`src/rtl/vna_pkg.sv`:
```
// ---------------------------------------------------------------------------
// Vertex normal averager package
// Shared widths, codes, controller/datapath interface types and helpers.
// ---------------------------------------------------------------------------
package vna_pkg;

  localparam int MAX_VERTICES = 64;
  localparam int AW           = (MAX_VERTICES > 1) ? $clog2(MAX_VERTICES) : 1;
  localparam int CNT_W        = $clog2(MAX_VERTICES + 1);

  localparam int IDX_W      = 6;
  localparam int TOT_W      = 7;
  localparam int POS_W      = 16;
  localparam int DIF_W      = 17;
  localparam int NRM_W      = 36;
  localparam int HALF_W     = NRM_W / 2;
  localparam int ACC_W      = 48;
  localparam int TCNT_W     = 16;
  localparam int MUL_W      = 33;
  localparam int PROD_W     = 2 * MUL_W;
  localparam int SUM_W      = 72;
  localparam int ROOT_W     = 36;
  localparam int FM_W       = 30;
  localparam int QN_W       = 15;
  localparam int FRAC_W     = 14;
  localparam int REM_W      = 46;
  localparam int OUT_N_W    = 16;
  localparam int POS_WORD_W = 3 * POS_W;
  localparam int ACC_WORD_W = 3 * ACC_W + TCNT_W;
  localparam int IN_DATA_W  = 80;
  localparam int OUT_DATA_W = 96;

  typedef enum logic [1:0] {
    CMD_LOAD = 2'd0,
    CMD_TRI  = 2'd1,
    CMD_FIN  = 2'd2
  } cmd_e;

  typedef enum logic {
    KIND_TRI  = 1'b0,
    KIND_VERT = 1'b1
  } kind_e;

  typedef enum logic [3:0] {
    MUL_YZ, MUL_ZY, MUL_ZX, MUL_XZ, MUL_XY, MUL_YX,
    MUL_SQ_HH, MUL_SQ_HL, MUL_SQ_LL, MUL_FIN
  } mul_sel_e;

  typedef enum logic [3:0] {
    P_NONE, P_NX_LD, P_NX_SUB, P_NY_LD, P_NY_SUB, P_NZ_LD, P_NZ_SUB,
    P_ADD_HH, P_ADD_HL, P_ADD_LL
  } p_op_e;

  typedef enum logic [4:0] {
    ST_IDLE, ST_DECODE, ST_RD_A, ST_RD_B, ST_RD_C, ST_LAT_C, ST_CROSS, ST_SQ,
    ST_DRAIN, ST_SQRT_GO, ST_SQRT_WAIT, ST_ACC_RD, ST_ACC_WR, ST_EMIT_T,
    ST_F_RD, ST_F_LAT, ST_F_CHK, ST_F_SHIFT, ST_F_SQ, ST_F_DIV_INIT,
    ST_F_DIV_STEP, ST_F_DIV_ST, ST_F_EMIT, ST_F_CLR
  } state_e;

  typedef struct packed {
    logic     cap_in;
    logic     pos_we;
    logic     pos_re;
    logic [1:0] comp;
    logic     lat_pa;
    logic     lat_d1;
    logic     lat_d2;
    mul_sel_e mul_sel;
    p_op_e    p_op;
    logic     sum_clr;
    logic     sqrt_start;
    logic     len_lat;
    logic     acc_re;
    logic     acc_vert;
    logic     acc_we;
    logic     f_lat;
    logic     f_shift;
    logic     div_init;
    logic     div_step;
    logic     div_store;
    logic     out_load;
    kind_e    out_kind;
    logic     vc_clr;
    logic     vc_inc;
    logic     valid_clr;
  } dp_cmd_t;

  typedef struct packed {
    cmd_e cmd;
    logic cmd_known;
    logic tri_ok;
    logic total_zero;
    logic vc_last;
    logic out_free;
    logic need_shift;
    logic norm_zero;
    logic sqrt_done;
  } dp_stat_t;

  // Cross product schedule: the product issued at step k and how it is folded in.
  function automatic mul_sel_e cross_mul(input logic [3:0] k);
    case (k)
      4'd0:    cross_mul = MUL_YZ;
      4'd1:    cross_mul = MUL_ZY;
      4'd2:    cross_mul = MUL_ZX;
      4'd3:    cross_mul = MUL_XZ;
      4'd4:    cross_mul = MUL_XY;
      default: cross_mul = MUL_YX;
    endcase
  endfunction

  function automatic p_op_e cross_op(input logic [3:0] k);
    case (k)
      4'd0:    cross_op = P_NX_LD;
      4'd1:    cross_op = P_NX_SUB;
      4'd2:    cross_op = P_NY_LD;
      4'd3:    cross_op = P_NY_SUB;
      4'd4:    cross_op = P_NZ_LD;
      default: cross_op = P_NZ_SUB;
    endcase
  endfunction

  // Saturating add of a face normal component into a vertex accumulator.
  function automatic logic signed [ACC_W-1:0] sat_add(input logic signed [ACC_W-1:0] a,
                                                      input logic signed [NRM_W-1:0] n);
    logic signed [ACC_W:0] s;
    s = {a[ACC_W-1], a} + {{(ACC_W + 1 - NRM_W){n[NRM_W-1]}}, n};
    if (s[ACC_W] != s[ACC_W-1]) begin
      sat_add = s[ACC_W] ? {1'b1, {(ACC_W - 1){1'b0}}} : {1'b0, {(ACC_W - 1){1'b1}}};
    end else begin
      sat_add = s[ACC_W-1:0];
    end
  endfunction

endpackage

```
`src/rtl/vna_ctrl.sv`:
```
// ---------------------------------------------------------------------------
// Vertex normal averager controller
// Sequences loads, triangle passes and the finish walk over the datapath.
// ---------------------------------------------------------------------------
module vna_ctrl
  import vna_pkg::*;
(
  input  logic     clk_i,
  input  logic     rst_ni,
  input  logic     in_valid_i,
  output logic     in_ready_o,
  input  dp_stat_t stat_i,
  output dp_cmd_t  cmd_o
);

  state_e     state_q, state_d;
  logic [3:0] cnt_q, cnt_d;
  logic [1:0] comp_q, comp_d, part_q, part_d;
  p_op_e      pop_q, pop_d;

  always_ff @(posedge clk_i or negedge rst_ni) begin
    if (!rst_ni) begin
      state_q <= ST_IDLE;
      cnt_q   <= '0;
      comp_q  <= '0;
      part_q  <= '0;
      pop_q   <= P_NONE;
    end else begin
      state_q <= state_d;
      cnt_q   <= cnt_d;
      comp_q  <= comp_d;
      part_q  <= part_d;
      pop_q   <= pop_d;
    end
  end

  always_comb begin
    state_d    = state_q;
    cnt_d      = cnt_q;
    comp_d     = comp_q;
    part_d     = part_q;
    pop_d      = P_NONE;
    in_ready_o = 1'b0;
    cmd_o      = '0;
    cmd_o.p_op = pop_q;
    cmd_o.comp = comp_q;

    case (state_q)
      ST_IDLE: begin
        in_ready_o = 1'b1;
        if (in_valid_i) begin
          cmd_o.cap_in = 1'b1;
          state_d      = ST_DECODE;
        end
      end
      ST_DECODE: begin
        case (stat_i.cmd)
          CMD_LOAD: begin
            cmd_o.pos_we = stat_i.cmd_known;
            state_d      = ST_IDLE;
          end
          CMD_TRI: begin
            state_d = stat_i.tri_ok ? ST_RD_A : ST_IDLE;
          end
          CMD_FIN: begin
            cmd_o.vc_clr = 1'b1;
            state_d      = stat_i.total_zero ? ST_F_CLR : ST_F_RD;
          end
          default: state_d = ST_IDLE;
        endcase
      end
      ST_RD_A: begin
        cmd_o.pos_re = 1'b1;
        cmd_o.comp   = 2'd0;
        state_d      = ST_RD_B;
      end
      ST_RD_B: begin
        cmd_o.pos_re = 1'b1;
        cmd_o.comp   = 2'd1;
        cmd_o.lat_pa = 1'b1;
        state_d      = ST_RD_C;
      end
      ST_RD_C: begin
        cmd_o.pos_re = 1'b1;
        cmd_o.comp   = 2'd2;
        cmd_o.lat_d1 = 1'b1;
        state_d      = ST_LAT_C;
      end
      ST_LAT_C: begin
        cmd_o.lat_d2  = 1'b1;
        cmd_o.sum_clr = 1'b1;
        cnt_d         = '0;
        state_d       = ST_CROSS;
      end
      ST_CROSS: begin
        cmd_o.mul_sel = cross_mul(cnt_q);
        pop_d         = cross_op(cnt_q);
        cnt_d         = cnt_q + 4'd1;
        if (cnt_q == 4'd5) begin
          comp_d  = '0;
          part_d  = '0;
          state_d = ST_SQ;
        end
      end
      ST_SQ: begin
        case (part_q)
          2'd0:    begin cmd_o.mul_sel = MUL_SQ_HH; pop_d = P_ADD_HH; end
          2'd1:    begin cmd_o.mul_sel = MUL_SQ_HL; pop_d = P_ADD_HL; end
          default: begin cmd_o.mul_sel = MUL_SQ_LL; pop_d = P_ADD_LL; end
        endcase
        part_d = part_q + 2'd1;
        if (part_q == 2'd2) begin
          part_d = '0;
          if (comp_q == 2'd2) begin
            state_d = ST_DRAIN;
          end else begin
            comp_d = comp_q + 2'd1;
          end
        end
      end
      ST_DRAIN: state_d = ST_SQRT_GO;
      ST_SQRT_GO: begin
        cmd_o.sqrt_start = 1'b1;
        state_d          = ST_SQRT_WAIT;
      end
      ST_SQRT_WAIT: begin
        if (stat_i.sqrt_done) begin
          cmd_o.len_lat = 1'b1;
          comp_d        = '0;
          state_d       = (stat_i.cmd == CMD_FIN) ? ST_F_DIV_INIT : ST_ACC_RD;
        end
      end
      ST_ACC_RD: begin
        cmd_o.acc_re = 1'b1;
        state_d      = ST_ACC_WR;
      end
      ST_ACC_WR: begin
        cmd_o.acc_we = 1'b1;
        if (comp_q == 2'd2) begin
          state_d = ST_EMIT_T;
        end else begin
          comp_d  = comp_q + 2'd1;
          state_d = ST_ACC_RD;
        end
      end
      ST_EMIT_T: begin
        if (stat_i.out_free) begin
          cmd_o.out_load = 1'b1;
          cmd_o.out_kind = KIND_TRI;
          state_d        = ST_IDLE;
        end
      end
      ST_F_RD: begin
        cmd_o.acc_re   = 1'b1;
        cmd_o.acc_vert = 1'b1;
        state_d        = ST_F_LAT;
      end
      ST_F_LAT: begin
        cmd_o.f_lat = 1'b1;
        state_d     = ST_F_CHK;
      end
      ST_F_CHK: state_d = stat_i.norm_zero ? ST_F_EMIT : ST_F_SHIFT;
      ST_F_SHIFT: begin
        if (stat_i.need_shift) begin
          cmd_o.f_shift = 1'b1;
        end else begin
          cmd_o.sum_clr = 1'b1;
          comp_d        = '0;
          state_d       = ST_F_SQ;
        end
      end
      ST_F_SQ: begin
        cmd_o.mul_sel = MUL_FIN;
        pop_d         = P_ADD_LL;
        if (comp_q == 2'd2) begin
          state_d = ST_DRAIN;
        end else begin
          comp_d = comp_q + 2'd1;
        end
      end
      ST_F_DIV_INIT: begin
        cmd_o.div_init = 1'b1;
        cnt_d          = '0;
        state_d        = ST_F_DIV_STEP;
      end
      ST_F_DIV_STEP: begin
        cmd_o.div_step = 1'b1;
        cnt_d          = cnt_q + 4'd1;
        if (cnt_q == 4'(QN_W - 1)) begin
          state_d = ST_F_DIV_ST;
        end
      end
      ST_F_DIV_ST: begin
        cmd_o.div_store = 1'b1;
        if (comp_q == 2'd2) begin
          state_d = ST_F_EMIT;
        end else begin
          comp_d  = comp_q + 2'd1;
          state_d = ST_F_DIV_INIT;
        end
      end
      ST_F_EMIT: begin
        if (stat_i.out_free) begin
          cmd_o.out_load = 1'b1;
          cmd_o.out_kind = KIND_VERT;
          cmd_o.vc_inc   = 1'b1;
          state_d        = stat_i.vc_last ? ST_F_CLR : ST_F_RD;
        end
      end
      ST_F_CLR: begin
        cmd_o.valid_clr = 1'b1;
        state_d         = ST_IDLE;
      end
      default: state_d = ST_IDLE;
    endcase
  end

endmodule

```
`config.mk`:
```
export PLATFORM = sky130hd
export DESIGN_NAME = vna_ctrl
export DESIGN_NICKNAME = d
export VERILOG_FILES = /design/src/rtl/vna_pkg.sv /design/src/rtl/vna_ctrl.sv
export SDC_FILE = /design/constraint.sdc
export NUM_CORES = 1
export LEC_CHECK = 0
export BUFFER_PORTS_ARGS = -buffer_cell sky130_fd_sc_hd__buf_2
export CORE_ASPECT_RATIO = 0.6
export CORE_MARGIN = 2
export CORE_UTILIZATION = 25
export DETAILED_ROUTE_END_ITERATION = 10
export GPL_TIMING_DRIVEN = 1
export PLACE_DENSITY = 0.43
export SYNTH_ARGS = -nofsm -noshare
export SYNTH_HDL_FRONTEND = slang
export SYNTH_SLANG_ARGS = --single-unit
```
`constraint.sdc`:
```
create_clock -name clk_i -period 2.7 [get_ports clk_i]
set_clock_uncertainty 0.2 [all_clocks]
set_input_delay 0.405 -clock clk_i [delete_from_list [all_inputs] [get_ports clk_i]]
set_output_delay 0.405 -clock clk_i [all_outputs]
set_load 0.05 [all_outputs]
```
==> Yosys cells after proc, flatten, opt, wreduce, memory -nomap -nowiden <==
Cells that the tools add are included.
{ "totals": {"ff_bits": 17, "output_inout_bits": 33} }
{ "classes": {"addsub": 3, "n_eq_ne": 42, "muxes": 64, "reduce_logical": 14} }
{ "op_table": {"columns": ["cell", "count"], "rows": [
  ["$pmux W5 S23", 1],
  ["$mux W5", 12],
  ["$eq A5 B4 Y1 const B", 8],
  ["$eq A5 B5 Y1 const B", 8],
  ["$pmux W3 S5", 2],
  ["$mux W1", 26],
  ["$pmux W4 S2", 3],
  ["$pmux W4 S3", 2],
  ["$eq A5 B3 Y1 const B", 4],
  ["$mux W2", 9],
  ["$ne A2 B2 Y1 const B", 8],
  ["$eq A5 B2 Y1 const B", 2],
  ["$pmux W2 S5", 1],
  ["$pmux W5 S2", 1],
  ["$mux W3", 3],
  ["$pmux W3 S3", 1],
  ["$eq A4 B2 Y1 const B", 2],
  ["$eq A4 B3 Y1 const B", 2],
  ["$pmux W2 S2", 2],
  ["$reduce_and A8 Y1", 1],
  ["$eq A2 B2 Y1 const B", 3],
  ["$reduce_or A2 Y1", 3],
  ["$eq A5 B1 Y1 const B", 1],
  ["$logic_not A5 Y1", 1],
  ["13 further kinds", 17]
]} }

==> Logic depth before layout (Yosys ltp) <==
{ "depth": {"ltp_word": 4, "depth_mapped": 9, "mapped_depth_nobuf": 7} }

==> Worst setup path before layout <==
No wires, ideal clock.
{ "synth_timing": {"path_type": "register -> output", "startpoint": "register state_q[1]", "endpoint": "output port cmd_o[31] (netlist bit)", "arrival_time_ns": 2.607, "setup_slack_ns": -0.512, "stages_incl_launch_ff": 5, "path_cell_list": "dfrtp_1 -> buf_6 -> or3_1 -> nor3_1 -> and2_1"} }
{ "synth_lines": {"columns": ["item", "line_no", "source"], "rows": [
  ["from (decl)", "vna_ctrl.sv:16", "state_e state_q, state_d;"],
  ["from (signal assigned)", "vna_ctrl.sv:29", "state_q <= state_d;"],
  ["to (decl)", "vna_ctrl.sv:13", "output dp_cmd_t cmd_o"]
]} }

==> flow_summary.toml <==
[outcome]
outcome = "finished, final reports clean"

[pwr]
power_uw = 3040
p_per_area_nw_per_um2 = 1260
seqPwrFrac = 0.169
pwr-share-clk = 0.101
netSwitchingFraction = 0.544
net-switching-power_uw = 1650
p_leak_uw = 0.00115
share_comb_of_total_power = 0.730
peakVddDrop_mv = 0.694
power.internal_uw = 1390

[hold_path]
hp-class = "primary input to flop"
worstHoldStart = "stat_i[5]"
min_path_cells = 3

[finish]
antenna_cells = 0
final_common_cell = "buf_2"
final_cell_mix = "43 x buf_2, 26 x nor2_1, 21 x buf_4"
design_area_um2 = 2410
drive_above_1_share = 0.298
area_growth_pct = 27.1
fin_util = 0.331
fin_nets = 321

[yosys]
ys_types = 52
synth_nets = 270
seq_area_frac_synth = 0.224
netlist.area_leader.share = 0.224
ys_ff_latch = 17
synth_cells = 249
synth.area.top_cells = "dfrtp_1 22%, ha_1 5.3%, nor2_1 5.1%, a21oi_1 5.0%, nand2b_1 3.6%"
synth_top_flop_cell = "dfrtp_1"
synth_area_leader_cell = "dfrtp_1"
synth_edf_count = 0
ys_warn_count = 0
ys_async_sr_fraction = 1.00
avgSynthCellArea_um2 = 7.63
synth.cell_area_um2 = 1900

[routing]
drt_iter0_drc = 107
avgViaCountPerCell = 5.01
dr.pass1.iters = 4
drc = 0
wl_per_cell_um = 15.8
routed_wl_um = 6350
vias = 2020
postRouteAntennaNets = 0

[worst_setup_path]
startpoint = "state_q[3]"
cp.arrival_ps = 1970
crit_path_end_kind = "output port"
crit_fanout = 12
crit_type = "flop to output port"
worstPathRequired_ps = 2100
r2r-start = "state_q[0]"
r2r_cells = 7
start_kind = "flop"

[global_routing]
gr-total-overflow = 0
grtUsageTotal = 0.156
grt_max_degree = 21
grt_pass1_vias = 1883
grt_pass1_wl_um = 10000
antenna_found_initial = 0

[placement]
portBuffers = 45
preCtsSetupSlack_ps = 326
gp_congestion = 0.820
detailed_place_hpwl_um = 5000
placed_area_um2 = 2310

[floorplan]
ios = 46
fp.dieW_um = 117
die-area_um2 = 8330
initial_core_util = 0.260
coreArea_um2 = 7300
die_h_um = 71.5
placementRows = 24

[clock_network]
cts_sinks = 17
tritoncts = "yes"
clockBufferDepth = 2
clk_latency_ps = 250
cts_setup_buffers = 0
clkTransAtPathRegs_ps = 50
cts.root.buffer_cell = "clkbuf_16"
cts_inserted_buffers = 3
htree_levels = 1

[flow_run]
drv_cap = 0

[sta]
fin_crit_ps = 2580
setup_viol = 0
fmax_mhz = 388
hold_viol_final = 0
fin_tns_setup_ps = 0
slew_viol_final = 0
worst_slew_pin_slew_ps = 457
slew_headroom = 0.692
setup_slack_ps = 121
period_share = 0.955
==> area by class of cell <==
| cell class | count | area, um^2 |
|---|---|---|
| clock buffer | 4 | 78.8 |
| timing repair buffer | 67 | 398 |
| sequential | 17 | 427 |
| fill | 801 | 4880 |
| tap | 104 | 130 |
| multi-input combinational | 195 | 1320 |
| inverter | 16 | 60.1 |
==> routing by layer <==
layer  global-route usage  vias to the layer above  part of all wire
met5                    0                        -                 0
met4               0.0159                        0            0.0022
met3               0.0305                        3             0.060
met2                0.196                       65              0.37
met1                0.269                      952              0.57
li1                     -                     1000                 -
==> repair_timing <==
item	CTS	global route
resized for setup	0	6
hold buffers	1	0
endpoints found under the setup margin	0	3
hold endpoints to repair	17	0
==> critical path, stage by stage, from the launching register on <==
cell      delay, ps
dfrtp_1         510
nand2b_1        270
or3_1           500
o32ai_2         160
clkbuf_4        270
==> through the flow <==
stage	hold slack, ps	instances
detailed placement	171	398
CTS	296	403
global placement	175	398
floorplan	-90.6	249
global route	315	403
finish	296	403
==> cells by family after synthesis <==
| logic type | share of synthesized area |
|---|---|
| mux | 0.0514 |
| flops | 0.224 |
| xor+xnor | 0.00922 |
| fa+ha+maj | 0.0527 |
| compound gates | 0.229 |
| simple gates | 0.337 |
| buf+inv | 0.0968 |
==> worst paths after layout <==
path | end | slack (ps)
max | cmd_o[20] | 120
min | state_q[0] | 300
max reg2reg | comp_q[0] | 340
min reg2reg | comp_q[1] | 360
max in group asynchronous | state_q[2] | 1560
min in group asynchronous | cnt_q[0] | 420
==> flip-flops by register name, summed over array words and instances (netlist names) <==
register / count
pop_q: 4
part_q: 2
comp_q: 2
cnt_q: 4
state_q: 5
==> power by group through the flow <==
stage | clock, uW | sequential, uW | combinational, uW
after CTS | 320 | 505 | 2200
after global placement | 0 | 512 | 2230
after detailed placement | 0 | 509 | 2190
after global routing | 338 | 532 | 2410
after floorplan | 0 | 497 | 1670
final | 308 | 513 | 2220
==> synthesized netlist by cell type, drive strengths merged, types with 3 or more instances <==
cell    count
a211oi      4
a21o        5
a21oi      19
a221o       3
a31oi       3
and3        3
and3b       3
buf        16
clkbuf      5
dfrtp      17
ha          8
inv        15
mux2        5
mux2i       3
nand2      14
nand2b     11
nand3       6
nand3b      4
nor2       26
nor2b       7
nor3       12
nor4        4
o21ai      10
o22ai       5
o31ai       4
or3         3
or3b        3
(Power assumes the default switching activity.)
